===== config.mk =====
export PLATFORM = sky130hd
export DESIGN_NAME = ssi_queue
export DESIGN_NICKNAME = d
export VERILOG_FILES = /design/src/rtl/core/ssi_pkg.sv /design/src/rtl/core/ssi_queue.sv
export SDC_FILE = /design/constraint.sdc
export NUM_CORES = 1
export LEC_CHECK = 0
export BUFFER_PORTS_ARGS = -buffer_cell sky130_fd_sc_hd__buf_2
export CORE_MARGIN = 1.5
export CORE_UTILIZATION = 44
export CTS_CLUSTER_DIAMETER = 80
export DETAILED_ROUTE_END_ITERATION = 16
export GPL_TIMING_DRIVEN = 0
export SETUP_SLACK_MARGIN = 0.4
export SLEW_MARGIN = 20
export SYNTH_ARGS = -nofsm -noshare
export SYNTH_HDL_FRONTEND = slang
export SYNTH_SLANG_ARGS = --single-unit

===== constraint.sdc =====
create_clock -name i_clk -period 3.9 [get_ports i_clk]
set_input_delay 0.78 -clock i_clk [delete_from_list [all_inputs] [get_ports i_clk]]
set_output_delay 0.78 -clock i_clk [all_outputs]
set_load 0.01 [all_outputs]

===== src/rtl/core/ssi_pkg.sv =====
// shared types, widths and constants of the simpson stream integrator
// no dependencies; imported by every module of the block

package ssi_pkg;

    // field and port widths
    localparam int SAMPLE_W    = 32;
    localparam int STEP_W      = 32;
    localparam int COUNT_W     = 16;
    localparam int INTEGRAL_W  = 64;
    localparam int CFG_INDEX_W = 4;
    localparam int CFG_DATA_W  = 32;

    // run length limits
    localparam int MIN_SAMPLES = 3;
    localparam int MAX_SAMPLES = 65535;

    // register indexes on the configuration port
    localparam logic [CFG_INDEX_W-1:0] REG_SAMPLE_COUNT = 4'd0;
    localparam logic [CFG_INDEX_W-1:0] REG_STEP_SIZE    = 4'd1;

    // register reset values
    localparam logic [COUNT_W-1:0]       COUNT_RESET = 16'd3;
    localparam logic signed [STEP_W-1:0] STEP_RESET  = 32'sd65536;

    // accumulator of 8*T + 9*E, magnitude and product split
    localparam int WEIGHT_W = 6;
    localparam int WPROD_W  = SAMPLE_W + WEIGHT_W + 1;
    localparam int ACC_W    = 56;
    localparam int MAG_W    = ACC_W - 1;
    localparam int LO_W     = 32;
    localparam int HI_W     = MAG_W - LO_W;
    localparam int PLO_W    = LO_W + STEP_W;
    localparam int PHI_W    = HI_W + STEP_W;
    localparam int SUM_W    = PHI_W + LO_W + 1;

    // rounding and division by 24 (shift by 3, then divide by 3)
    localparam int ROUND_BIAS  = 12;
    localparam int DIV_SHIFT   = 3;
    localparam int DIV_BASE    = 3;
    localparam int DIV_DIGIT_W = 16;
    localparam int DIV_DIGITS  = 6;
    localparam int DIV_W       = DIV_DIGIT_W * DIV_DIGITS;
    localparam int DIV_REM_W   = 2;
    localparam int DIV_CUR_W   = DIV_REM_W + DIV_DIGIT_W;
    localparam int RECIP_SHIFT = 20;
    localparam int RECIP_W     = 19;
    localparam int RECIP       = 349526;
    localparam int DIV_PROD_W  = DIV_CUR_W + RECIP_W;

    // saturation limits as magnitudes
    localparam logic [INTEGRAL_W-1:0] INT_MAX     = 64'h7FFF_FFFF_FFFF_FFFF;
    localparam logic [INTEGRAL_W-1:0] INT_MIN_MAG = 64'h8000_0000_0000_0000;

    // queue between front and back
    localparam int QUEUE_DEPTH = 4;
    localparam int QUEUE_AW    = 2;

    // weight classes, scaled by 8 for the 1/3 rule and by 9 for the 3/8 rule
    typedef enum logic [2:0] {
        WC_END,
        WC_EVEN,
        WC_ODD,
        WC_SHARED,
        WC_TAIL_END,
        WC_TAIL_INNER
    } t_weight_class;

    typedef struct packed {
        logic signed [SAMPLE_W-1:0] sample;
        t_weight_class              wclass;
        logic                       last;
    } t_ssi_item;

    // combined weight 8*w3 + 9*w8 of a class
    function automatic logic [WEIGHT_W-1:0] class_weight(input t_weight_class c);
        logic [WEIGHT_W-1:0] w;
        case (c)
            WC_END:        w = 6'd8;
            WC_EVEN:       w = 6'd16;
            WC_ODD:        w = 6'd32;
            WC_SHARED:     w = 6'd17;
            WC_TAIL_END:   w = 6'd9;
            WC_TAIL_INNER: w = 6'd27;
            default:       w = 6'd0;
        endcase
        return w;
    endfunction

endpackage


===== src/rtl/core/ssi_queue.sv =====
// short queue of classified samples between front and back
// depends on ssi_pkg

module ssi_queue import ssi_pkg::*; (
    input  logic      i_clk,
    input  logic      i_rst_n,
    input  logic      i_wr,
    input  t_ssi_item i_item,
    input  logic      i_rd,
    output t_ssi_item o_item,
    output logic      o_full,
    output logic      o_empty
);

    t_ssi_item             r_mem [QUEUE_DEPTH];
    logic [QUEUE_AW-1:0]   r_wptr;
    logic [QUEUE_AW-1:0]   r_rptr;
    logic [QUEUE_AW:0]     r_count;

    logic do_wr;
    logic do_rd;

    assign o_full  = (r_count == (QUEUE_AW+1)'(QUEUE_DEPTH));
    assign o_empty = (r_count == '0);
    assign do_wr   = i_wr && !o_full;
    assign do_rd   = i_rd && !o_empty;
    assign o_item  = r_mem[r_rptr];

    // storage
    always_ff @(posedge i_clk) begin
        if (do_wr) begin
            r_mem[r_wptr] <= i_item;
        end
    end

    // pointers and fill count
    always_ff @(posedge i_clk) begin
        if (!i_rst_n) begin
            r_wptr  <= '0;
            r_rptr  <= '0;
            r_count <= '0;
        end else begin
            if (do_wr) begin
                r_wptr <= (r_wptr == QUEUE_AW'(QUEUE_DEPTH-1)) ? '0 : r_wptr + 1'b1;
            end
            if (do_rd) begin
                r_rptr <= (r_rptr == QUEUE_AW'(QUEUE_DEPTH-1)) ? '0 : r_rptr + 1'b1;
            end
            case ({do_wr, do_rd})
                2'b10:   r_count <= r_count + 1'b1;
                2'b01:   r_count <= r_count - 1'b1;
                default: r_count <= r_count;
            endcase
        end
    end

    // pointers apart means a partly filled queue
    a_ptr_count: assert property (@(posedge i_clk) disable iff (!i_rst_n)
        (r_wptr != r_rptr) |-> (!o_empty && !o_full))
        else $error("queue pointers disagree with fill count");

endmodule


* Word-level counts from Yosys, hierarchy flattened
Memories as Yosys holds them, arrays and structs flattened. A register that Yosys moved wholly into a read port is not among the register bits.
Index checks and enable logic that the tools add are counted.
** Operators by class
- Add/subtract/negate cells :: 4
- Equality and inequality tests :: 5
- Muxes and demuxes :: 7
- Reduce and logical (&&, ||, !) cells :: 6
** Operator list (count)
- $mux 2 :: 4
- $eq 2x2->1 const B :: 3
- $pmux 3 s2 :: 1
- $add 2x1->2 const B :: 2
- $add 3x1->3 const B :: 1
- $eq 3x3->1 const B :: 1
- $logic_not 3->1 :: 1
- $sub 3x1->3 const B :: 1
- $eq 2x1->1 const B :: 1
- $logic_and 1x1->1 :: 2
- $logic_not 1->1 :: 2
- $mux 1 :: 2
- $reduce_bool 2->1 :: 1
** Storage, ports and cells
- Flip-flop bits (word level) :: 7
- Memory bits (writable) :: 144
- Bits of input ports :: 40
- Logic and storage cells :: 26
- Memories kept :: 1
** Memory list
- r_mem :: words 4, bits a word 36, rd ports 1, clocked after memory_dff 1, write ports 1, RTL line ssi_queue.sv:15 : t_ssi_item r_mem [QUEUE_DEPTH];

* Logic depth before layout (Yosys ltp)
- Depth in word-level cells :: 5
- Depth in mapped cells :: 10

* Worst setup path before layout
OpenSTA, ideal clock, no wires.
- Path kind :: input -> register
- From :: input port i_wr
- To :: memory r_mem[0][0] (netlist bit) (enable)
- Library setup time :: 397 ps
- Arrival :: 1943 ps
- Required time :: 3503 ps
- Path slack :: 1560 ps
- Stages :: 3
- Buffers on the path :: 1
- Path through :: nor2b_1 -> buf_2 -> and2_1
** On the way
- Longest elaborated chain between the ends :: 3
** RTL lines
- start, declared :: RTL line ssi_queue.sv:7 : input logic i_wr,
- $logic_and 1x1->1 :: RTL line ssi_queue.sv:25 : assign do_wr = i_wr && !o_full;
- $mux 1 :: RTL line ssi_queue.sv:31 : if (do_wr) begin
- $mux 1 (implied by the code) :: RTL line ssi_queue.sv:32 : r_mem[r_wptr] <= i_item;
- end, declared :: RTL line ssi_queue.sv:15
Every way passes these cells.

==> summary.log <==
qor: timing.tns 0 ns
qor: clocking.numClockSinks 153
qor: timing.max_slew_margin 58.4%
qor: layout.most_common_cell_after_layout_fill_and_taps_aside sky130_fd_sc_hd__edfxtp_1
qor: setup_path.worst_ep_required_time 3.12 ns
qor: floorplanning.design.core.area 12700 um2
qor: setup_path.endpoint_kind_of_the_worst_setup_timing_path output pin
qor: layout.final-seq-area 4500 um2
qor: placement.pre_cts_slack 1.38 ns
qor: layout.final_layout_size_suffix_gt1_share 41.5%
qor: timing.timing_worst_slew_pin_value 0.625 ns
qor: global_routing.initial_antenna_violation_count 1
qor: routing.routed_via_density 5.02
qor: floorplanning.top_level_ports 78
qor: timing.final.period_utilization 66.0%
qor: global_routing.grt_pass1_wl 14.4 mm
qor: timing.finalWorstSetupSlack 1.33 ns
qor: placement.place.port_buffers 77
qor: placement.place_hpwl 6.01 mm
qor: setup_path.path_class flip-flop to output pin
qor: routing.drt_pre_antenna_iters 4
qor: routing.antenna_violating_nets_post_route 0
qor: timing.achievable-frequency 389 MHz
qor: layout.final_cell_area 7030 um2
qor: power.max-vdd-ir-drop 0.315 mV
qor: setup_path.cpMostUsedCell sky130_fd_sc_hd__buf_2
qor: synthesis.synth_area_leaders sky130_fd_sc_hd__edfxtp_1, sky130_fd_sc_hd__mux4_2, sky130_fd_sc_hd__dfxtp_1
qor: routing.drc 0
qor: setup_path.cell_depth_of_the_worst_flop_to_flop_path 10
qor: layout.mostFrequentLayoutCells sky130_fd_sc_hd__edfxtp_1, sky130_fd_sc_hd__buf_2, sky130_fd_sc_hd__mux4_2
qor: routing.totalWireLength 9.63 mm
qor: layout.multiInputGateArea 1120 um2
qor: clocking.clk_transition_reported_paths 0.06 ns
qor: setup_path.maximum_fanout_along_the_worst_path 10
qor: layout.synthToLayoutAreaGrowth 22.5%
qor: run_status.status completed
qor: global_routing.grt.overflow.total 0
qor: synthesis.synthDominantAreaCellType sky130_fd_sc_hd__edfxtp_1
qor: floorplanning.row_count 41
qor: synthesis.synthCells 244
qor: floorplanning.die_height 117 um
qor: clocking.cts_hold_buffers 0
qor: timing.rsz_0062_raised_after_global_routing false
qor: synthesis.synth.distinct_cells 26
qor: clocking.worstSkewPairLatency 0.41 ns
qor: placement.routabilityCongestion 0.661
qor: clocking.cts_buffer_depth 2
qor: layout.final.fill_count 993
qor: layout.n_antenna_cell 0
qor: setup_path.crit_slowest_cell sky130_fd_sc_hd__mux4_2
qor: synthesis.yosysWarnings 0
qor: clocking.cts-htree-levels 4
qor: clocking.cts_post_setup_buffers_inserted 0
qor: setup_path.timing.critical_path.slowest_cell_delay 0.36 ns
qor: synthesis.post_synthesis_mean_instance_area 23.5 um2
qor: global_routing.global_route.usage.total 15.1%
qor: setup_path.cp_data_arrival_time 1.79 ns
qor: global_routing.grt_max_degree 26
qor: clocking.tritoncts_clock_tree yes
qor: synthesis.area_of_the_mapped_netlist 5740 um2
qor: flow_run.cap_viol_max_count 0
qor: power.p_per_cell_area 668 nW/um2
qor: clocking.ctsResizeCount 0
qor: clocking.clk_root_buffer_cell sky130_fd_sc_hd__clkbuf_16
qor: clocking.numCtsBuffers 17
qor: routing.avgRoutedWirePerCell 18.2 um
qor: layout.layout.nets 391
qor: synthesis.synth-seq-area-share 78.4%
qor: hold_path.worstHoldPathCells 2
qor: timing.hold_viol_final 0
qor: timing.timing.clock.skew 0.00624 ns
qor: floorplanning.initial_core_util 45.3%
qor: synthesis.netlist.area_leader.share 75.3%
qor: timing.final.min_clock_period 2.57 ns
qor: global_routing.via_count_of_the_first_global_routing_pass 2669
qor: power.leakage 2.44 nW
qor: floorplanning.floorplan.die.width 117 um
qor: routing.detailedRoute.firstIterationViolations 190
qor: synthesis.number_of_synthesized_register_bits 153
qor: timing.setup_viol 0
qor: routing.dr_total_vias 2657
qor: setup_path.crit_chain clkbuf_2 -> buf_2 -> mux4_2 -> buf_2
qor: floorplanning.dieArea 13700 um2
qor: hold_path.hp-class flip-flop to flip-flop
qor: synthesis.synth_fp_nets 291
qor: setup_path.startpoint_type flip-flop
qor: timing.drv_slew 0
qor: placement.placed_cell_area 6440 um2
through the flow:
step                      utilization (%)  hold WS [ns]  power [mW]  std cells
after global placement               50.1         0.484        3.09        493
after detailed placement             50.9         0.507        3.13        497
after global routing                 55.5         0.554        4.92        529
after CTS                            55.5         0.515        4.76        529
after floorplan                         -         0.468        2.75        244
final                                55.5         0.508        4.70        529
cells in the mapped netlist:
| cell type | n |
|---|---|
| sky130_fd_sc_hd__edfxtp_1 | 144 |
| sky130_fd_sc_hd__mux4_2 | 30 |
| sky130_fd_sc_hd__dfxtp_1 | 9 |
| sky130_fd_sc_hd__inv_1 | 7 |
| sky130_fd_sc_hd__nand2_1 | 7 |
| sky130_fd_sc_hd__and2_1 | 6 |
| sky130_fd_sc_hd__ha_1 | 6 |
| sky130_fd_sc_hd__mux4_1 | 6 |
| sky130_fd_sc_hd__buf_2 | 4 |
| sky130_fd_sc_hd__o21ai_0 | 4 |
| sky130_fd_sc_hd__buf_12 | 3 |
| sky130_fd_sc_hd__mux2i_1 | 2 |
| sky130_fd_sc_hd__nand3_1 | 2 |
| sky130_fd_sc_hd__nor2_1 | 2 |
| sky130_fd_sc_hd__a21boi_0 | 1 |
| sky130_fd_sc_hd__buf_6 | 1 |
| sky130_fd_sc_hd__clkbuf_1 | 1 |
| sky130_fd_sc_hd__clkbuf_2 | 1 |
| sky130_fd_sc_hd__fa_1 | 1 |
| sky130_fd_sc_hd__nor2b_1 | 1 |
| sky130_fd_sc_hd__nor3_1 | 1 |
| sky130_fd_sc_hd__nor3b_2 | 1 |
| sky130_fd_sc_hd__o31ai_1 | 1 |
| sky130_fd_sc_hd__or3_1 | 1 |
| sky130_fd_sc_hd__xnor2_1 | 1 |
| sky130_fd_sc_hd__xor2_1 | 1 |
final timing paths:
kind / startpoint / endpoint / slack, ns
worst max-delay path: flip-flop / o_item[18] / 1.33
worst min-delay path: r_wptr[1] / r_wptr[1] / 0.51
worst max register to register: r_count[2] / r_count[2] / 1.73
worst min register to register: r_wptr[1] / r_wptr[1] / 0.51
worst max-delay path, delay by kind of cell, from the launching register on:
| kind | cells | cell delay (ns) |
|---|---|---|
| multiplexers | 1 | 0.36 |
| flip-flops | 1 | 0.30 |
| buffers and inverters | 3 | 0.70 |
layer usage:
metal | vias to the layer above | track usage [%] | wire length, um
met3 | 17 | 5.61 | 604
met1 | 1347 | 19.3 | 4190
met5 | - | 0 | 12
li1 | 1214 | - | -
met4 | 2 | 6.99 | 165
met2 | 77 | 23.1 | 4660
report_power, final:
group          switching, mW  internal [mW]
clock                  0.583           1.05
combinational          0.506          0.522
sequential            0.0507           1.99
flip-flops by register name, summed over array words and instances, names as in the netlist, named ones only:
register and flops:
r_count 3, r_mem 144, r_rptr 2, r_wptr 2
logic make-up (layout without fill, tap and decap cells):
kind of cell,count (synthesis),in the layout,synth area share [%]
AOI/OAI and AO/OA,6,6,0.610
xor gates and xnor gates,2,2,0.305
adders and majority gates,7,7,1.66
buffers and inverters,17,130,2.20
DFF,153,153,78.4
muxes,38,38,14.9
and+or+nand+nor,21,21,1.94
cell type report:
| cell class | instances | area share [%] |
|---|---|---|
| multi-input cells | 74 | 15.9 |
| clock inverters | 14 | 2.28 |
| flip-flops and latches | 153 | 64.0 |
| well taps | 172 | 3.06 |
| clock buffers | 18 | 6.10 |
| inverters | 7 | 0.374 |
| plain buffers | 10 | 1.42 |
| repair buffers | 81 | 6.83 |
Power figures use the tool's default switching activity.
