**config.mk**
```make
export PLATFORM = sky130hd
export DESIGN_NAME = ssi_front
export DESIGN_NICKNAME = d
export VERILOG_FILES = /design/src/rtl/core/ssi_pkg.sv /design/src/rtl/core/ssi_front.sv
export SDC_FILE = /design/constraint.sdc
export NUM_CORES = 1
export LEC_CHECK = 0
export ABC_CLOCK_PERIOD_IN_PS = 10600
export BUFFER_PORTS_ARGS = -buffer_cell sky130_fd_sc_hd__buf_4
export CORE_ASPECT_RATIO = 0.5
export CORE_MARGIN = 3
export CORE_UTILIZATION = 55
export CTS_BUF_LIST = sky130_fd_sc_hd__clkbuf_16
export CTS_CLUSTER_DIAMETER = 40
export DETAILED_ROUTE_END_ITERATION = 8
export GPL_TIMING_DRIVEN = 0
export PLACE_DENSITY_LB_ADDON = 0.3
export SLEW_MARGIN = 5
export SYNTH_ARGS = -nofsm -noshare
export SYNTH_HDL_FRONTEND = slang
export SYNTH_SLANG_ARGS = --single-unit
```
**constraint.sdc**
```tcl
create_clock -name i_clk -period 10.6 [get_ports i_clk]
set_input_delay 2.12 -clock i_clk [delete_from_list [all_inputs] [get_ports i_clk]]
set_output_delay 2.12 -clock i_clk [all_outputs]
set_load 0.005 [all_outputs]
```
**src/rtl/core/ssi_pkg.sv**
```systemverilog
// shared types, widths and constants of the simpson stream integrator
// no dependencies; imported by every module of the block

package ssi_pkg;

    // field and port widths
    localparam int SAMPLE_W    = 32;
    localparam int STEP_W      = 32;
    localparam int COUNT_W     = 16;
    localparam int INTEGRAL_W  = 64;
    localparam int CFG_INDEX_W = 4;
    localparam int CFG_DATA_W  = 32;

    // run length limits
    localparam int MIN_SAMPLES = 3;
    localparam int MAX_SAMPLES = 65535;

    // register indexes on the configuration port
    localparam logic [CFG_INDEX_W-1:0] REG_SAMPLE_COUNT = 4'd0;
    localparam logic [CFG_INDEX_W-1:0] REG_STEP_SIZE    = 4'd1;

    // register reset values
    localparam logic [COUNT_W-1:0]       COUNT_RESET = 16'd3;
    localparam logic signed [STEP_W-1:0] STEP_RESET  = 32'sd65536;

    // accumulator of 8*T + 9*E, magnitude and product split
    localparam int WEIGHT_W = 6;
    localparam int WPROD_W  = SAMPLE_W + WEIGHT_W + 1;
    localparam int ACC_W    = 56;
    localparam int MAG_W    = ACC_W - 1;
    localparam int LO_W     = 32;
    localparam int HI_W     = MAG_W - LO_W;
    localparam int PLO_W    = LO_W + STEP_W;
    localparam int PHI_W    = HI_W + STEP_W;
    localparam int SUM_W    = PHI_W + LO_W + 1;

    // rounding and division by 24 (shift by 3, then divide by 3)
    localparam int ROUND_BIAS  = 12;
    localparam int DIV_SHIFT   = 3;
    localparam int DIV_BASE    = 3;
    localparam int DIV_DIGIT_W = 16;
    localparam int DIV_DIGITS  = 6;
    localparam int DIV_W       = DIV_DIGIT_W * DIV_DIGITS;
    localparam int DIV_REM_W   = 2;
    localparam int DIV_CUR_W   = DIV_REM_W + DIV_DIGIT_W;
    localparam int RECIP_SHIFT = 20;
    localparam int RECIP_W     = 19;
    localparam int RECIP       = 349526;
    localparam int DIV_PROD_W  = DIV_CUR_W + RECIP_W;

    // saturation limits as magnitudes
    localparam logic [INTEGRAL_W-1:0] INT_MAX     = 64'h7FFF_FFFF_FFFF_FFFF;
    localparam logic [INTEGRAL_W-1:0] INT_MIN_MAG = 64'h8000_0000_0000_0000;

    // queue between front and back
    localparam int QUEUE_DEPTH = 4;
    localparam int QUEUE_AW    = 2;

    // weight classes, scaled by 8 for the 1/3 rule and by 9 for the 3/8 rule
    typedef enum logic [2:0] {
        WC_END,
        WC_EVEN,
        WC_ODD,
        WC_SHARED,
        WC_TAIL_END,
        WC_TAIL_INNER
    } t_weight_class;

    typedef struct packed {
        logic signed [SAMPLE_W-1:0] sample;
        t_weight_class              wclass;
        logic                       last;
    } t_ssi_item;

    // combined weight 8*w3 + 9*w8 of a class
    function automatic logic [WEIGHT_W-1:0] class_weight(input t_weight_class c);
        logic [WEIGHT_W-1:0] w;
        case (c)
            WC_END:        w = 6'd8;
            WC_EVEN:       w = 6'd16;
            WC_ODD:        w = 6'd32;
            WC_SHARED:     w = 6'd17;
            WC_TAIL_END:   w = 6'd9;
            WC_TAIL_INNER: w = 6'd27;
            default:       w = 6'd0;
        endcase
        return w;
    endfunction

endpackage

```
**src/rtl/core/ssi_front.sv**
```systemverilog
// front end: configuration registers, sample index and weight classification
// depends on ssi_pkg

module ssi_front import ssi_pkg::*; (
    input  logic                          i_clk,
    input  logic                          i_rst_n,
    input  logic                          i_push,
    input  logic signed [SAMPLE_W-1:0]    i_sample,
    input  logic                          i_q_full,
    output logic                          o_full,
    output logic                          o_wr,
    output t_ssi_item                     o_item,
    input  logic                          i_cfg_valid,
    input  logic [CFG_INDEX_W-1:0]        i_cfg_index,
    input  logic [CFG_DATA_W-1:0]         i_cfg_data,
    output logic                          o_cfg_ready,
    output logic signed [STEP_W-1:0]      o_step,
    output logic                          o_clear
);

    logic [COUNT_W-1:0]       r_count;
    logic signed [STEP_W-1:0] r_step;
    logic [COUNT_W-1:0]       r_index;

    logic [COUNT_W-1:0] count_eff;
    logic [COUNT_W-1:0] last_idx;
    logic [COUNT_W-1:0] tail_start;
    logic               is_last;
    t_weight_class      wclass;
    logic               cfg_we;

    // effective run length after clamping
    always_comb begin
        if (r_count < COUNT_W'(MIN_SAMPLES)) begin
            count_eff = COUNT_W'(MIN_SAMPLES);
        end else if (32'(r_count) > MAX_SAMPLES) begin
            count_eff = COUNT_W'(MAX_SAMPLES);
        end else begin
            count_eff = r_count;
        end
    end

    assign last_idx   = count_eff - 16'd1;
    assign tail_start = count_eff - 16'd4;
    assign is_last    = (r_index >= last_idx);

    // classify the current sample position
    always_comb begin
        if (count_eff[0]) begin
            if (r_index == '0 || r_index == last_idx) begin
                wclass = WC_END;
            end else begin
                wclass = r_index[0] ? WC_ODD : WC_EVEN;
            end
        end else if (r_index < tail_start) begin
            if (r_index == '0) begin
                wclass = WC_END;
            end else begin
                wclass = r_index[0] ? WC_ODD : WC_EVEN;
            end
        end else if (r_index == tail_start) begin
            // four samples: the 1/3 part is empty
            wclass = (tail_start == '0) ? WC_TAIL_END : WC_SHARED;
        end else if (r_index == last_idx) begin
            wclass = WC_TAIL_END;
        end else begin
            wclass = WC_TAIL_INNER;
        end
    end

    // input transaction and queue item
    assign o_full        = i_q_full;
    assign o_wr          = i_push && !i_q_full;
    assign o_item.sample = i_sample;
    assign o_item.wclass = wclass;
    assign o_item.last   = is_last;

    // configuration writes
    assign o_cfg_ready = 1'b1;
    assign cfg_we      = i_cfg_valid;
    assign o_clear     = cfg_we &&
                         (i_cfg_index == REG_SAMPLE_COUNT || i_cfg_index == REG_STEP_SIZE);
    assign o_step      = r_step;

    // registers and run index
    always_ff @(posedge i_clk) begin
        if (!i_rst_n) begin
            r_count <= COUNT_RESET;
            r_step  <= STEP_RESET;
            r_index <= '0;
        end else if (cfg_we) begin
            case (i_cfg_index)
                REG_SAMPLE_COUNT: begin
                    r_count <= i_cfg_data[COUNT_W-1:0];
                    r_index <= '0;
                end
                REG_STEP_SIZE: begin
                    r_step  <= $signed(i_cfg_data[STEP_W-1:0]);
                    r_index <= '0;
                end
                default: begin
                end
            endcase
        end else if (o_wr) begin
            r_index <= is_last ? '0 : r_index + 16'd1;
        end
    end

    // the index always stays inside the run
    a_index_in_run: assert property (@(posedge i_clk) disable iff (!i_rst_n)
        r_index < count_eff)
        else $error("sample index outside the run");

endmodule

```
## Word level (Yosys, flattened, before mapping)

Index checks and enable logic that the tools add are counted.

| word-level totals | value |
|---|---|
| input bits | 73 |
| output and inout bits | 72 |
| register bits after elaboration | 64 |

| cells by class | value |
|---|---|
| order comparisons | 3 |
| mux-type cells | 13 |
| reductions and logical operators | 13 |
| equal/unequal tests | 4 |
| add/subtract/negate cells | 3 |

Operators by type and width:

| kind | count |
|---|---|
| $mux W16 | 5 |
| $eq A16 B16 Y1 | 2 |
| $logic_not A16 Y1 | 2 |
| $add A16 B1 Y16 const B | 1 |
| $ge A16 B16 Y1 | 1 |
| $lt A16 B16 Y1 | 1 |
| $lt A16 B2 Y1 const B | 1 |
| $sub A16 B1 Y16 const B | 1 |
| $sub A16 B3 Y16 const B | 1 |
| $mux W3 | 4 |
| $mux W2 | 3 |
| $reduce_and A2 Y1 | 3 |
| $eq A4 B1 Y1 const B | 1 |
| $logic_not A4 Y1 | 1 |
| $logic_and A1 B1 Y1 | 2 |
| $logic_or A1 B1 Y1 | 2 |
| $ne A2 B2 Y1 const B | 1 |
| $reduce_bool A2 Y1 | 1 |
| $reduce_or A2 Y1 | 1 |
| $logic_not A1 Y1 | 1 |
| $mux W1 | 1 |

## Longest topological paths before layout

Gate-level depths: netlist (run 1).

| depth | value |
|---|---|
| depth in word-level cells | 8 |
| mapped depth | 19 |

## Worst setup path after synthesis (run 1)

No wires, ideal clock.

| path | value |
|---|---|
| path kind | reg-to-output |
| start | register r_count[4] |
| end | output o_item[0] in the netlist's numbering |
| stages on the path, launching flop included | 18 |
| setup slack | 4919 ps |
| data arrival time | 3561 ps |
| path through | dfxtp_1 -> buf_6 -> or4_4 -> buf_6 -> nor3_2 -> a31o_2 -> inv_1 -> ha_1 -> nand2b_1 -> nand2_1 -> nor3_1 -> xnor2_1 -> ha_1 -> nand4_1 -> nor4_1 -> a211oi_2 -> nand2_1 -> buf_4 |

| on the way | value |
|---|---|
| longest elaborated chain between the ends | 4 |

RTL lines:

| element | line | text |
|---|---|---|
| start: declaration | ssi_front.sv:21 | `logic [COUNT_W-1:0] r_count;` |
| start signal: assignment | ssi_front.sv:94 | `r_count <= i_cfg_data[COUNT_W-1:0];` |
| $lt A16 B2 Y1 | ssi_front.sv:34 | `if (r_count < COUNT_W'(MIN_SAMPLES)) begin` |
| $mux W16 (*) | ssi_front.sv:34 |  |
| $sub A16 B1 Y16 (*) | ssi_front.sv:43 | `assign last_idx = count_eff - 16'd1;` |
| $ge A16 B16 Y1 (*) | ssi_front.sv:45 | `assign is_last = (r_index >= last_idx);` |
| end: declaration | ssi_front.sv:12 | `output t_ssi_item o_item,` |

Every way passes the cells marked *; elsewhere a longest branch is shown, timed or not.

## Final worst setup path (run 1)

| path | value |
|---|---|
| start | register r_count[11] |
| end | output o_item[0] in the netlist's numbering |

The elaborated chain is that of the path after synthesis.

==> flow_metrics.tcl, run 1 <==
set metrics [dict create \
    status "completed" \
    power.internal_uw 520 \
    die_x_um 132 \
    powerDensity_mw_per_mm2 120 \
    placed_cells 783 \
    skew_ns 0.00597 \
    fin_crit_sh 0.663 \
    fin_tns_setup_ns 0 \
    ys_seq_area_frac 0.296 \
    grt_pass1_wl_um 18900 \
    cp_num_buf_inv 4 \
    first_pass_iters 5 \
    rsz0062_at_grt "no" \
    crit_family "simple AND/OR/NAND/NOR gates" \
    max_stage_delay_ns 0.80 \
    vias 4422 \
    slowest_stage "nor4_1" \
    dieArea_mm2 0.00904 \
    comb_power_share 0.123 \
    hold_buffers 0 \
    gp_congestion 0.905 \
    fmax_mhz 142 \
    yosysTopAreaCell "dfxtp_1" \
    worst_pin_slew_ns 1.13 \
    place_area_mm2 0.00530 \
    period_minus_slack_ns 7.03 \
    grt_pass1_vias 4066 \
    critPathRequiredTime_ns 8.48 \
    stdcell_area_mm2 0.00565 \
    htree_levels 3 \
    startpoint_type "register" \
    holdWs_ns 0.453 \
    async_flop_share 0 \
    ant_nets 0 \
    synth_fp_nets 676 \
    clk_pin_slew_ns 0.06 \
    avgViaCountPerCell 5.53 \
    syn_area_per_cell_um2 7.68 \
    rows 22 \
    yosys_warnings 0 \
    overflow 0 \
    wire_per_inst_um 15.2 \
    cts_resized 0 \
    cts_inserted_buffers 9 \
    seqPwrFrac 0.362 \
    syn_inst 564 \
    synth_flop_cell "dfxtp_1" \
    synth_enable_flop_cells 0 \
    ys_types 62 \
    cts-root-buf "clkbuf_16" \
    cp.arrival_ns 4.91 \
    cts_tree "done" \
    layout.cells.non_filler 799 \
    ys_top_cells_by_area "dfxtp_1 30%, ha_1 11%, nand2_1 11%" \
    switching_power_uw 157 \
    clk_path_buf_depth 2 \
    relSlewSlack 0.243 \
    clock-sinks 64 \
    p_clk_frac 0.515 \
    port_buffers 111 \
    vdd_ir_drop_max_uv 84.3 \
    pin_count 145 \
    core_region_area_mm2 0.00749 \
    worstPathMaxFanout 9 \
    route.detailed.drc 0 \
    grt_usage 0.262 \
    clk_latency_ns 0.33 \
    drive_above_1_share 0.265 \
    cap_violations 0 \
    power.leakage_uw 0.00246 \
    power.share.switching 0.232 \
    layout_common_cells "146 x buf_4, 129 x nand2_1, 67 x a21oi_1" \
    synth_area_mm2 0.00433 \
    cp-end-kind "output pin" \
    hold_viol_final 0 \
    crit_type "register to output pin" \
    synth_top_area_frac 0.296 \
    nets 798 \
    start_util 0.579 \
    die_y_um 68.8 \
    dp_hpwl_um 9200 \
    syn_to_final_growth_pct 30.4 \
    antenna_found_initial 0 \
    hp-class "register to register" \
    antenna_cells 0 \
    final_common_cell "buf_4" \
    drtIter0Drc 302 \
    synth_seq_cells 64 \
    path_cells "clkbuf_1 > or3_1 > nor3_1 > a31o_2 > inv_1 > ha_1 > nand2b_1 > nand2_1 > nor3_1 > xnor2_1 > ha_1 > nand4_1 > nor4_1 > a211oi_2 > nand2_1 > buf_4 > buf_4" \
    post_cts_buffers 0 \
    wl_um 12100 \
    setup_viol 0 \
    drv_slew 0 \
    grt_max_degree 14 \
]
==> worst reg2reg max path, delay by kind of cell (launching register included) <==
family	cells	cell delay, ns
flops	1	0.29
xor+xnor	1	0.13
buf+inv	3	0.52
compound gates	3	0.81
fa+ha+maj	2	0.53
simple gates	9	2.61
==> synth_stat cells, types with 7 or more instances <==
master / count
xor2_1: 9
nor4_1: 7
a21oi_1: 67
dfxtp_1: 64
nand4_1: 11
xnor2_1: 15
ha_1: 39
or3_1: 14
nor2_1: 16
o21ai_1: 9
clkbuf_1: 21
nand2_1: 129
nor3_1: 11
buf_4: 35
inv_1: 18
nand3_1: 14
==> metrics by stage <==
stage,utilization,setup slack [ns],total power [uW]
2_1_floorplan,-,4.92,296
3_3_place_gp,0.708,4.07,331
3_5_place_dp,0.708,4.08,332
4_1_cts,0.755,3.70,681
5_1_grt,0.755,3.40,698
6_report,0.755,3.57,678
==> power groups by stage <==
stage,Clock [uW],Combinational [uW],Sequential (uW)
5_1_grt,362,90.7,245
6_report,349,83.2,245
3_5_place_dp,0,82.0,250
2_1_floorplan,0,45.7,250
3_3_place_gp,0,80.3,250
4_1_cts,353,82.8,245
==> registers in the layout (all words and copies together) (netlist names) <==
name / flops
o_step: 32
r_count: 16
r_index: 16
==> cells by family (layout without fill, tap and decap cells) <==
logic type      after synthesis  after routing  synth area share
buf+inv                      82            209             0.106
other cells                   1              1          0.000865
xor+xnor                     24             24            0.0485
compound gates              109            109             0.149
flops                        64             64             0.296
simple gates                245            245             0.287
fa+ha+maj                    39             39             0.113
==> worst paths after layout <==
| check | endpoint | slack (ns) | startpoint | cells after the start |
|---|---|---|---|---|
| worst min-delay path | o_step[28] | 0.45 | o_step[28] | 2 |
| worst min register to register | o_step[28] | 0.45 | o_step[28] | 2 |
| worst max register to register | r_index[14] | 5.60 | r_count[11] | 18 |
| worst max-delay path | o_item[0] | 3.57 | r_count[11] | 17 |
==> per-layer routing <==
metal / routed length [um] / vias to the layer above / global-route usage / part of all wire
met5: 0 / - / 0 / 0
met4: 199 / 0 / 0.0838 / 0.016
met3: 1050 / 20 / 0.0884 / 0.087
met2: 5730 / 201 / 0.467 / 0.47
met1: 5130 / 2029 / 0.306 / 0.42
li1: - / 2172 / - / -
==> area by class of cell <==
class                   count  area, um2
well taps                 108        135
clock buffers               9        225
clock inverters             7        125
plain buffers              63        388
inverters                  19       71.3
fillers                   591       1840
multi-input cells         418       2590
flip-flops and latches     64       1280
repair buffers            111        833
(Power assumes the default switching activity.)
==> run 2: changes to the inputs <==
--- a/config.mk
+++ b/config.mk
@@ -5,11 +5,11 @@
 export SDC_FILE = /design/constraint.sdc
 export NUM_CORES = 1
 export LEC_CHECK = 0
-export ABC_CLOCK_PERIOD_IN_PS = 10600
+export ABC_CLOCK_PERIOD_IN_PS = 6200
 export BUFFER_PORTS_ARGS = -buffer_cell sky130_fd_sc_hd__buf_4
 export CORE_ASPECT_RATIO = 0.5
 export CORE_MARGIN = 3
-export CORE_UTILIZATION = 55
+export CORE_UTILIZATION = 46
 export CTS_BUF_LIST = sky130_fd_sc_hd__clkbuf_16
 export CTS_CLUSTER_DIAMETER = 40
 export DETAILED_ROUTE_END_ITERATION = 8
==> constraint.sdc (replaced) <==
create_clock -name i_clk -period 6.2 [get_ports i_clk]
set_input_delay 1.24 -clock i_clk [delete_from_list [all_inputs] [get_ports i_clk]]
set_output_delay 1.24 -clock i_clk [all_outputs]
set_load 0.005 [all_outputs]
==> run 2 against run 1 <==
Flip-flop and latch count did not move. Core utilization shrank 13 points. Worst setup slack got worse by 3.2 ns. Clock skew decreased by 0.0026 ns. Via count fell by 3.1%. Wire length shrank 3.6%. Critical path type unchanged. Largest cell class unchanged.
==> flow_metrics.tcl, run 2 (synthesized netlist as in run 1, its figures left out) <==
set metrics [dict create \
    status "completed" \
    grt_pass1_vias 4014 \
    cts-root-buf "clkbuf_16" \
    holdWs_ns 0.454 \
    vdd_ir_drop_max_uv 126 \
    hp-class "register to register" \
    switching_power_uw 259 \
    relSlewSlack 0.341 \
    htree_levels 3 \
    cts_inserted_buffers 9 \
    fin_crit_sh 0.934 \
    vias 4287 \
    rsz0062_at_grt "no" \
    antenna_found_initial 0 \
    cp.arrival_ns 4.55 \
    gp_congestion 0.916 \
    slowest_stage "nor4_2" \
    setup_viol 0 \
    clk_path_buf_depth 2 \
    max_stage_delay_ns 0.55 \
    nets 798 \
    critPathRequiredTime_ns 4.96 \
    drtIter0Drc 315 \
    p_clk_frac 0.472 \
    power.leakage_uw 0.00243 \
    layout_common_cells "146 x buf_4, 129 x nand2_1, 67 x a21oi_1" \
    route.detailed.drc 0 \
    fmax_mhz 173 \
    comb_power_share 0.133 \
    clk_pin_slew_ns 0.06 \
    power.share.switching 0.244 \
    wire_per_inst_um 14.5 \
    pin_count 145 \
    power.internal_uw 803 \
    grt_pass1_wl_um 18800 \
    hold_viol_final 0 \
    worstPathMaxFanout 9 \
    final_core_util 0.630 \
    fin_tns_setup_ns 0 \
    die_y_um 74.6 \
    grt_usage 0.221 \
    final_common_cell "buf_4" \
    dp_hpwl_um 9220 \
    core_region_area_mm2 0.00892 \
    grt_max_degree 13 \
    ant_nets 0 \
    cp-end-kind "output pin" \
    clock-sinks 64 \
    rows 24 \
    path_cells "clkbuf_1 > or3_1 > nor3_1 > a31o_2 > inv_1 > ha_1 > nand2b_1 > nand2_1 > nor3_1 > xnor2_1 > ha_1 > nand4_1 > nor4_2 > a211oi_2 > nand2_1 > buf_4 > buf_4" \
    startpoint_type "register" \
    start_util 0.486 \
    powerDensity_mw_per_mm2 189 \
    avgViaCountPerCell 5.31 \
    worst_pin_slew_ns 0.981 \
    drv_slew 0 \
    dieArea_mm2 0.0107 \
    die_x_um 143 \
    syn_to_final_growth_pct 29.6 \
    fillCellCount 812 \
    first_pass_iters 5 \
    seqPwrFrac 0.395 \
    wl_um 11700 \
    cap_violations 0 \
    largest_reg_flops 32 \
    skew_ns 0.00333 \
    antenna_cells 0 \
    overflow 0 \
    drive_above_1_share 0.265 \
    crit_type "register to output pin" \
    period_minus_slack_ns 5.79 \
    port_buffers 111 \
    clk_latency_ns 0.33 \
    cts_tree "done" \
]
[run 2: changes by cell type in the layout (fill, tap and decap cells not counted)]
cell	previous run	this run
clkinvlp_4	0	2
clkinv_1	1	2
bufinv_16	3	1
nor4_2	3	4
inv_6	3	1
nor4_1	7	6
clkinv_2	0	1
[run 2: through the flow]
| stage | total power (uW) | instances | worst slack [ns] | cell area [um2] |
|---|---|---|---|---|
| 2_1_floorplan | 506 | 564 | 1.40 | 4330 |
| 3_3_place_gp | 567 | 792 | 0.525 | 5310 |
| 3_5_place_dp | 569 | 792 | 0.550 | 5310 |
| 4_1_cts | 1070 | 808 | 0.188 | 5610 |
| 5_1_grt | 1100 | 808 | 0.0760 | 5620 |
| 6_report | 1060 | 808 | 0.408 | 5620 |
[run 2: final timing paths]
check	slack, ns	to	depth (start not counted)	start
max	0.41	o_item[0]	17	r_count[11]
min	0.45	o_step[6]	2	o_step[6]
max reg2reg	1.50	r_index[12]	18	r_count[11]
min reg2reg	0.45	o_step[6]	2	o_step[6]
[run 2: power groups by stage]
| stage | combinational (uW) | clock (uW) | sequential, uW |
|---|---|---|---|
| after CTS | 141 | 510 | 419 |
| after global routing | 156 | 527 | 420 |
| final | 142 | 500 | 419 |
| after detailed placement | 141 | 0 | 428 |
| after floorplan | 78.1 | 0 | 428 |
| after global placement | 139 | 0 | 428 |
[run 2: metal layers]
metal / wire length [um] / share of wire / track usage
met1: 5110 / 0.44 / 0.277
met5: 0 / 0 / 0
met4: 111 / 0.0095 / 0.0491
met3: 1180 / 0.10 / 0.0704
met2: 5280 / 0.45 / 0.381
[run 2: timing repair]
item / 4_1_cts / 5_1_grt
endpoints found under the setup margin: 0 / 3
hold buffers: 0 / 0
buffers inserted: 0 / 0
gates resized for setup: 0 / 1
endpoints found under the hold margin: 0 / 0
[run 2: area by class of cell]
type	instances	area, um2	share of cell area
clock inverter	7	71.3	0.0127
timing repair buffer	111	833	0.148
multi-input combinational	418	2600	0.463
inverter	19	71.3	0.0127
sequential	64	1280	0.228
buffer	63	388	0.0691
clock buffer	9	225	0.0401
tap	117	146	0.0261
[run 2: critical path, delay by kind of cell, from the launching register on]
family                     cells  cell delay (ns)
AOI/OAI and AO/OA              2             0.50
xor gates and xnor gates       1             0.13
adders and majority gates      2             0.53
buffers and inverters          4             0.50
DFF                            1             0.29
and+or+nand+nor                8             2.27
==> run 3: changes to the inputs <==
--- a/config.mk
+++ b/config.mk
@@ -10,7 +10,6 @@
 export CORE_ASPECT_RATIO = 0.5
 export CORE_MARGIN = 3
 export CORE_UTILIZATION = 46
-export CTS_BUF_LIST = sky130_fd_sc_hd__clkbuf_16
 export CTS_CLUSTER_DIAMETER = 40
 export DETAILED_ROUTE_END_ITERATION = 8
 export GPL_TIMING_DRIVEN = 0
==> run 3 against run 2 <==
Power increased by 1.2%. Via count decreased by 0.49%. Clock skew about the same. Global-route usage hardly changed. Cell count unchanged. Non-clock buffer count unchanged. Clock power increased by 3%. Critical endpoint unchanged. Largest cell class unchanged. Largest power group unchanged. Highest routed layer unchanged.
==> flow_metrics.tcl, run 3 (synthesized netlist as in run 1, its figures left out) <==
set metrics [dict create \
    start_util 0.486 \
    post_cts_buffers 0 \
    drtIter0Drc 299 \
    placed_cells 792 \
    clock-sinks 64 \
    die_y_um 74.6 \
    wl_um 11700 \
    layout.cells.non_filler 808 \
    max_stage_delay_ns 0.52 \
    port_buffers 111 \
    relSlewSlack 0.346 \
    wire_per_inst_um 14.5 \
    multi_input_comb_area_mm2 0.00260 \
    dp_hpwl_um 9220 \
    critPathRequiredTime_ns 4.96 \
    fin_tns_setup_ns 0 \
    ant_nets 0 \
    route.detailed.drc 0 \
    avgViaCountPerCell 5.28 \
    antenna_cells 0 \
    final_common_cell "buf_4" \
    htree_levels 3 \
    seqCellArea_mm2 0.00128 \
    layout_common_cells "146 x buf_4, 129 x nand2_1, 67 x a21oi_1" \
    drv_slew 0 \
    grt_usage 0.221 \
    cap_violations 0 \
    rows 24 \
    hold_viol_final 0 \
    hold_buffers 0 \
    cp.arrival_ns 4.54 \
    dieArea_mm2 0.0107 \
    power.leakage_uw 0.00243 \
    period_minus_slack_ns 5.78 \
    worstPathMaxFanout 9 \
    grt_pass1_vias 4015 \
    fin_crit_sh 0.932 \
    vias 4266 \
    clk_path_buf_depth 2 \
    pin_count 145 \
    fmax_mhz 173 \
    vdd_ir_drop_max_uv 146 \
    cts_tree "done" \
    rsz0062_at_grt "no" \
    drive_above_1_share 0.266 \
    setup_viol 0 \
    path_cells "clkbuf_1 > or3_1 > nor3_1 > a31o_2 > inv_1 > ha_1 > nand2b_1 > nand2_1 > nor3_1 > xnor2_1 > ha_1 > nand4_1 > nor4_2 > a211oi_2 > nand2_1 > buf_4 > buf_4" \
    core_region_area_mm2 0.00892 \
    largest_reg_flops 32 \
    slowest_stage "nor4_2" \
    antenna_found_initial 0 \
    grt_pass1_wl_um 18800 \
    powerDensity_mw_per_mm2 191 \
    status "completed" \
    worst_pin_slew_ns 0.974 \
    crit_type "register to output pin" \
    syn_to_final_growth_pct 29.8 \
    nets 798 \
    first_pass_iters 5 \
    overflow 0 \
    skew_ns 0.00323 \
    gp_congestion 0.916 \
    cts-root-buf "clkbuf_16" \
    grt_max_degree 13 \
    holdWs_ns 0.454 \
    die_x_um 143 \
    cp-end-kind "output pin" \
    cts_inserted_buffers 9 \
    startpoint_type "register" \
    clk_latency_ns 0.33 \
    clk_pin_slew_ns 0.06 \
    fillCellCount 809 \
    hp-class "register to register" \
]
==> run 3: changes by cell type in the layout (fill, tap and decap cells not counted) <==
| cell | previous run | this run |
|---|---|---|
| clkinv_1 | 2 | 1 |
| clkbuf_8 | 0 | 1 |
==> run 3: path summary, 6_finish.rpt <==
kind	from	to	slack, ns	cells past startpoint
max	r_count[11]	o_item[0]	0.42	17
min	o_step[6]	o_step[6]	0.45	2
min reg2reg	o_step[6]	o_step[6]	0.45	2
max reg2reg	r_count[11]	r_index[12]	1.50	18
==> run 3: layer usage <==
metal	up-vias	GRT usage	part of all wire
li1	2174	-	-
met1	1897	0.277	0.44
met2	183	0.383	0.46
met3	12	0.0647	0.095
met4	0	0.0522	0.0086
met5	-	0	0
==> run 3: repair_timing <==
| action | in CTS | in global routing |
|---|---|---|
| setup endpoints to repair | 0 | 3 |
| hold endpoints to repair | 0 | 0 |
| resized for setup | 0 | 1 |
==> run 3: report_power, final <==
part           switching (uW)  total (uW)  internal, uW
combinational            65.5         141          75.9
sequential               3.49         419           416
clock                     191         514           323
==> run 3: cell type report <==
cell class / instances / share of cell area
timing repair buffer: 111 / 0.148
multi-input combinational: 418 / 0.462
sequential: 64 / 0.228
inverter: 19 / 0.0127
clock buffer: 10 / 0.0425
clock inverter: 6 / 0.0120
tap: 117 / 0.0260
buffer: 63 / 0.0690
==> run 3: stage by stage <==
step | cell area (um2) | setup slack (ns) | util | total power, uW
floorplan | 4330 | 1.40 | - | 506
global placement | 5310 | 0.525 | 0.596 | 567
detailed placement | 5310 | 0.550 | 0.596 | 569
CTS | 5620 | 0.188 | 0.630 | 1080
global route | 5630 | 0.0775 | 0.631 | 1110
finish | 5630 | 0.419 | 0.631 | 1070
==> run 3: worst max-delay path, delay by kind of cell, from the launching register on <==
kind,cells,cell delay [ns]
AOI/OAI and AO/OA,2,0.49
xor gates and xnor gates,1,0.14
adders and majority gates,2,0.54
buffers and inverters,4,0.51
DFF,1,0.29
and+or+nand+nor,8,2.23
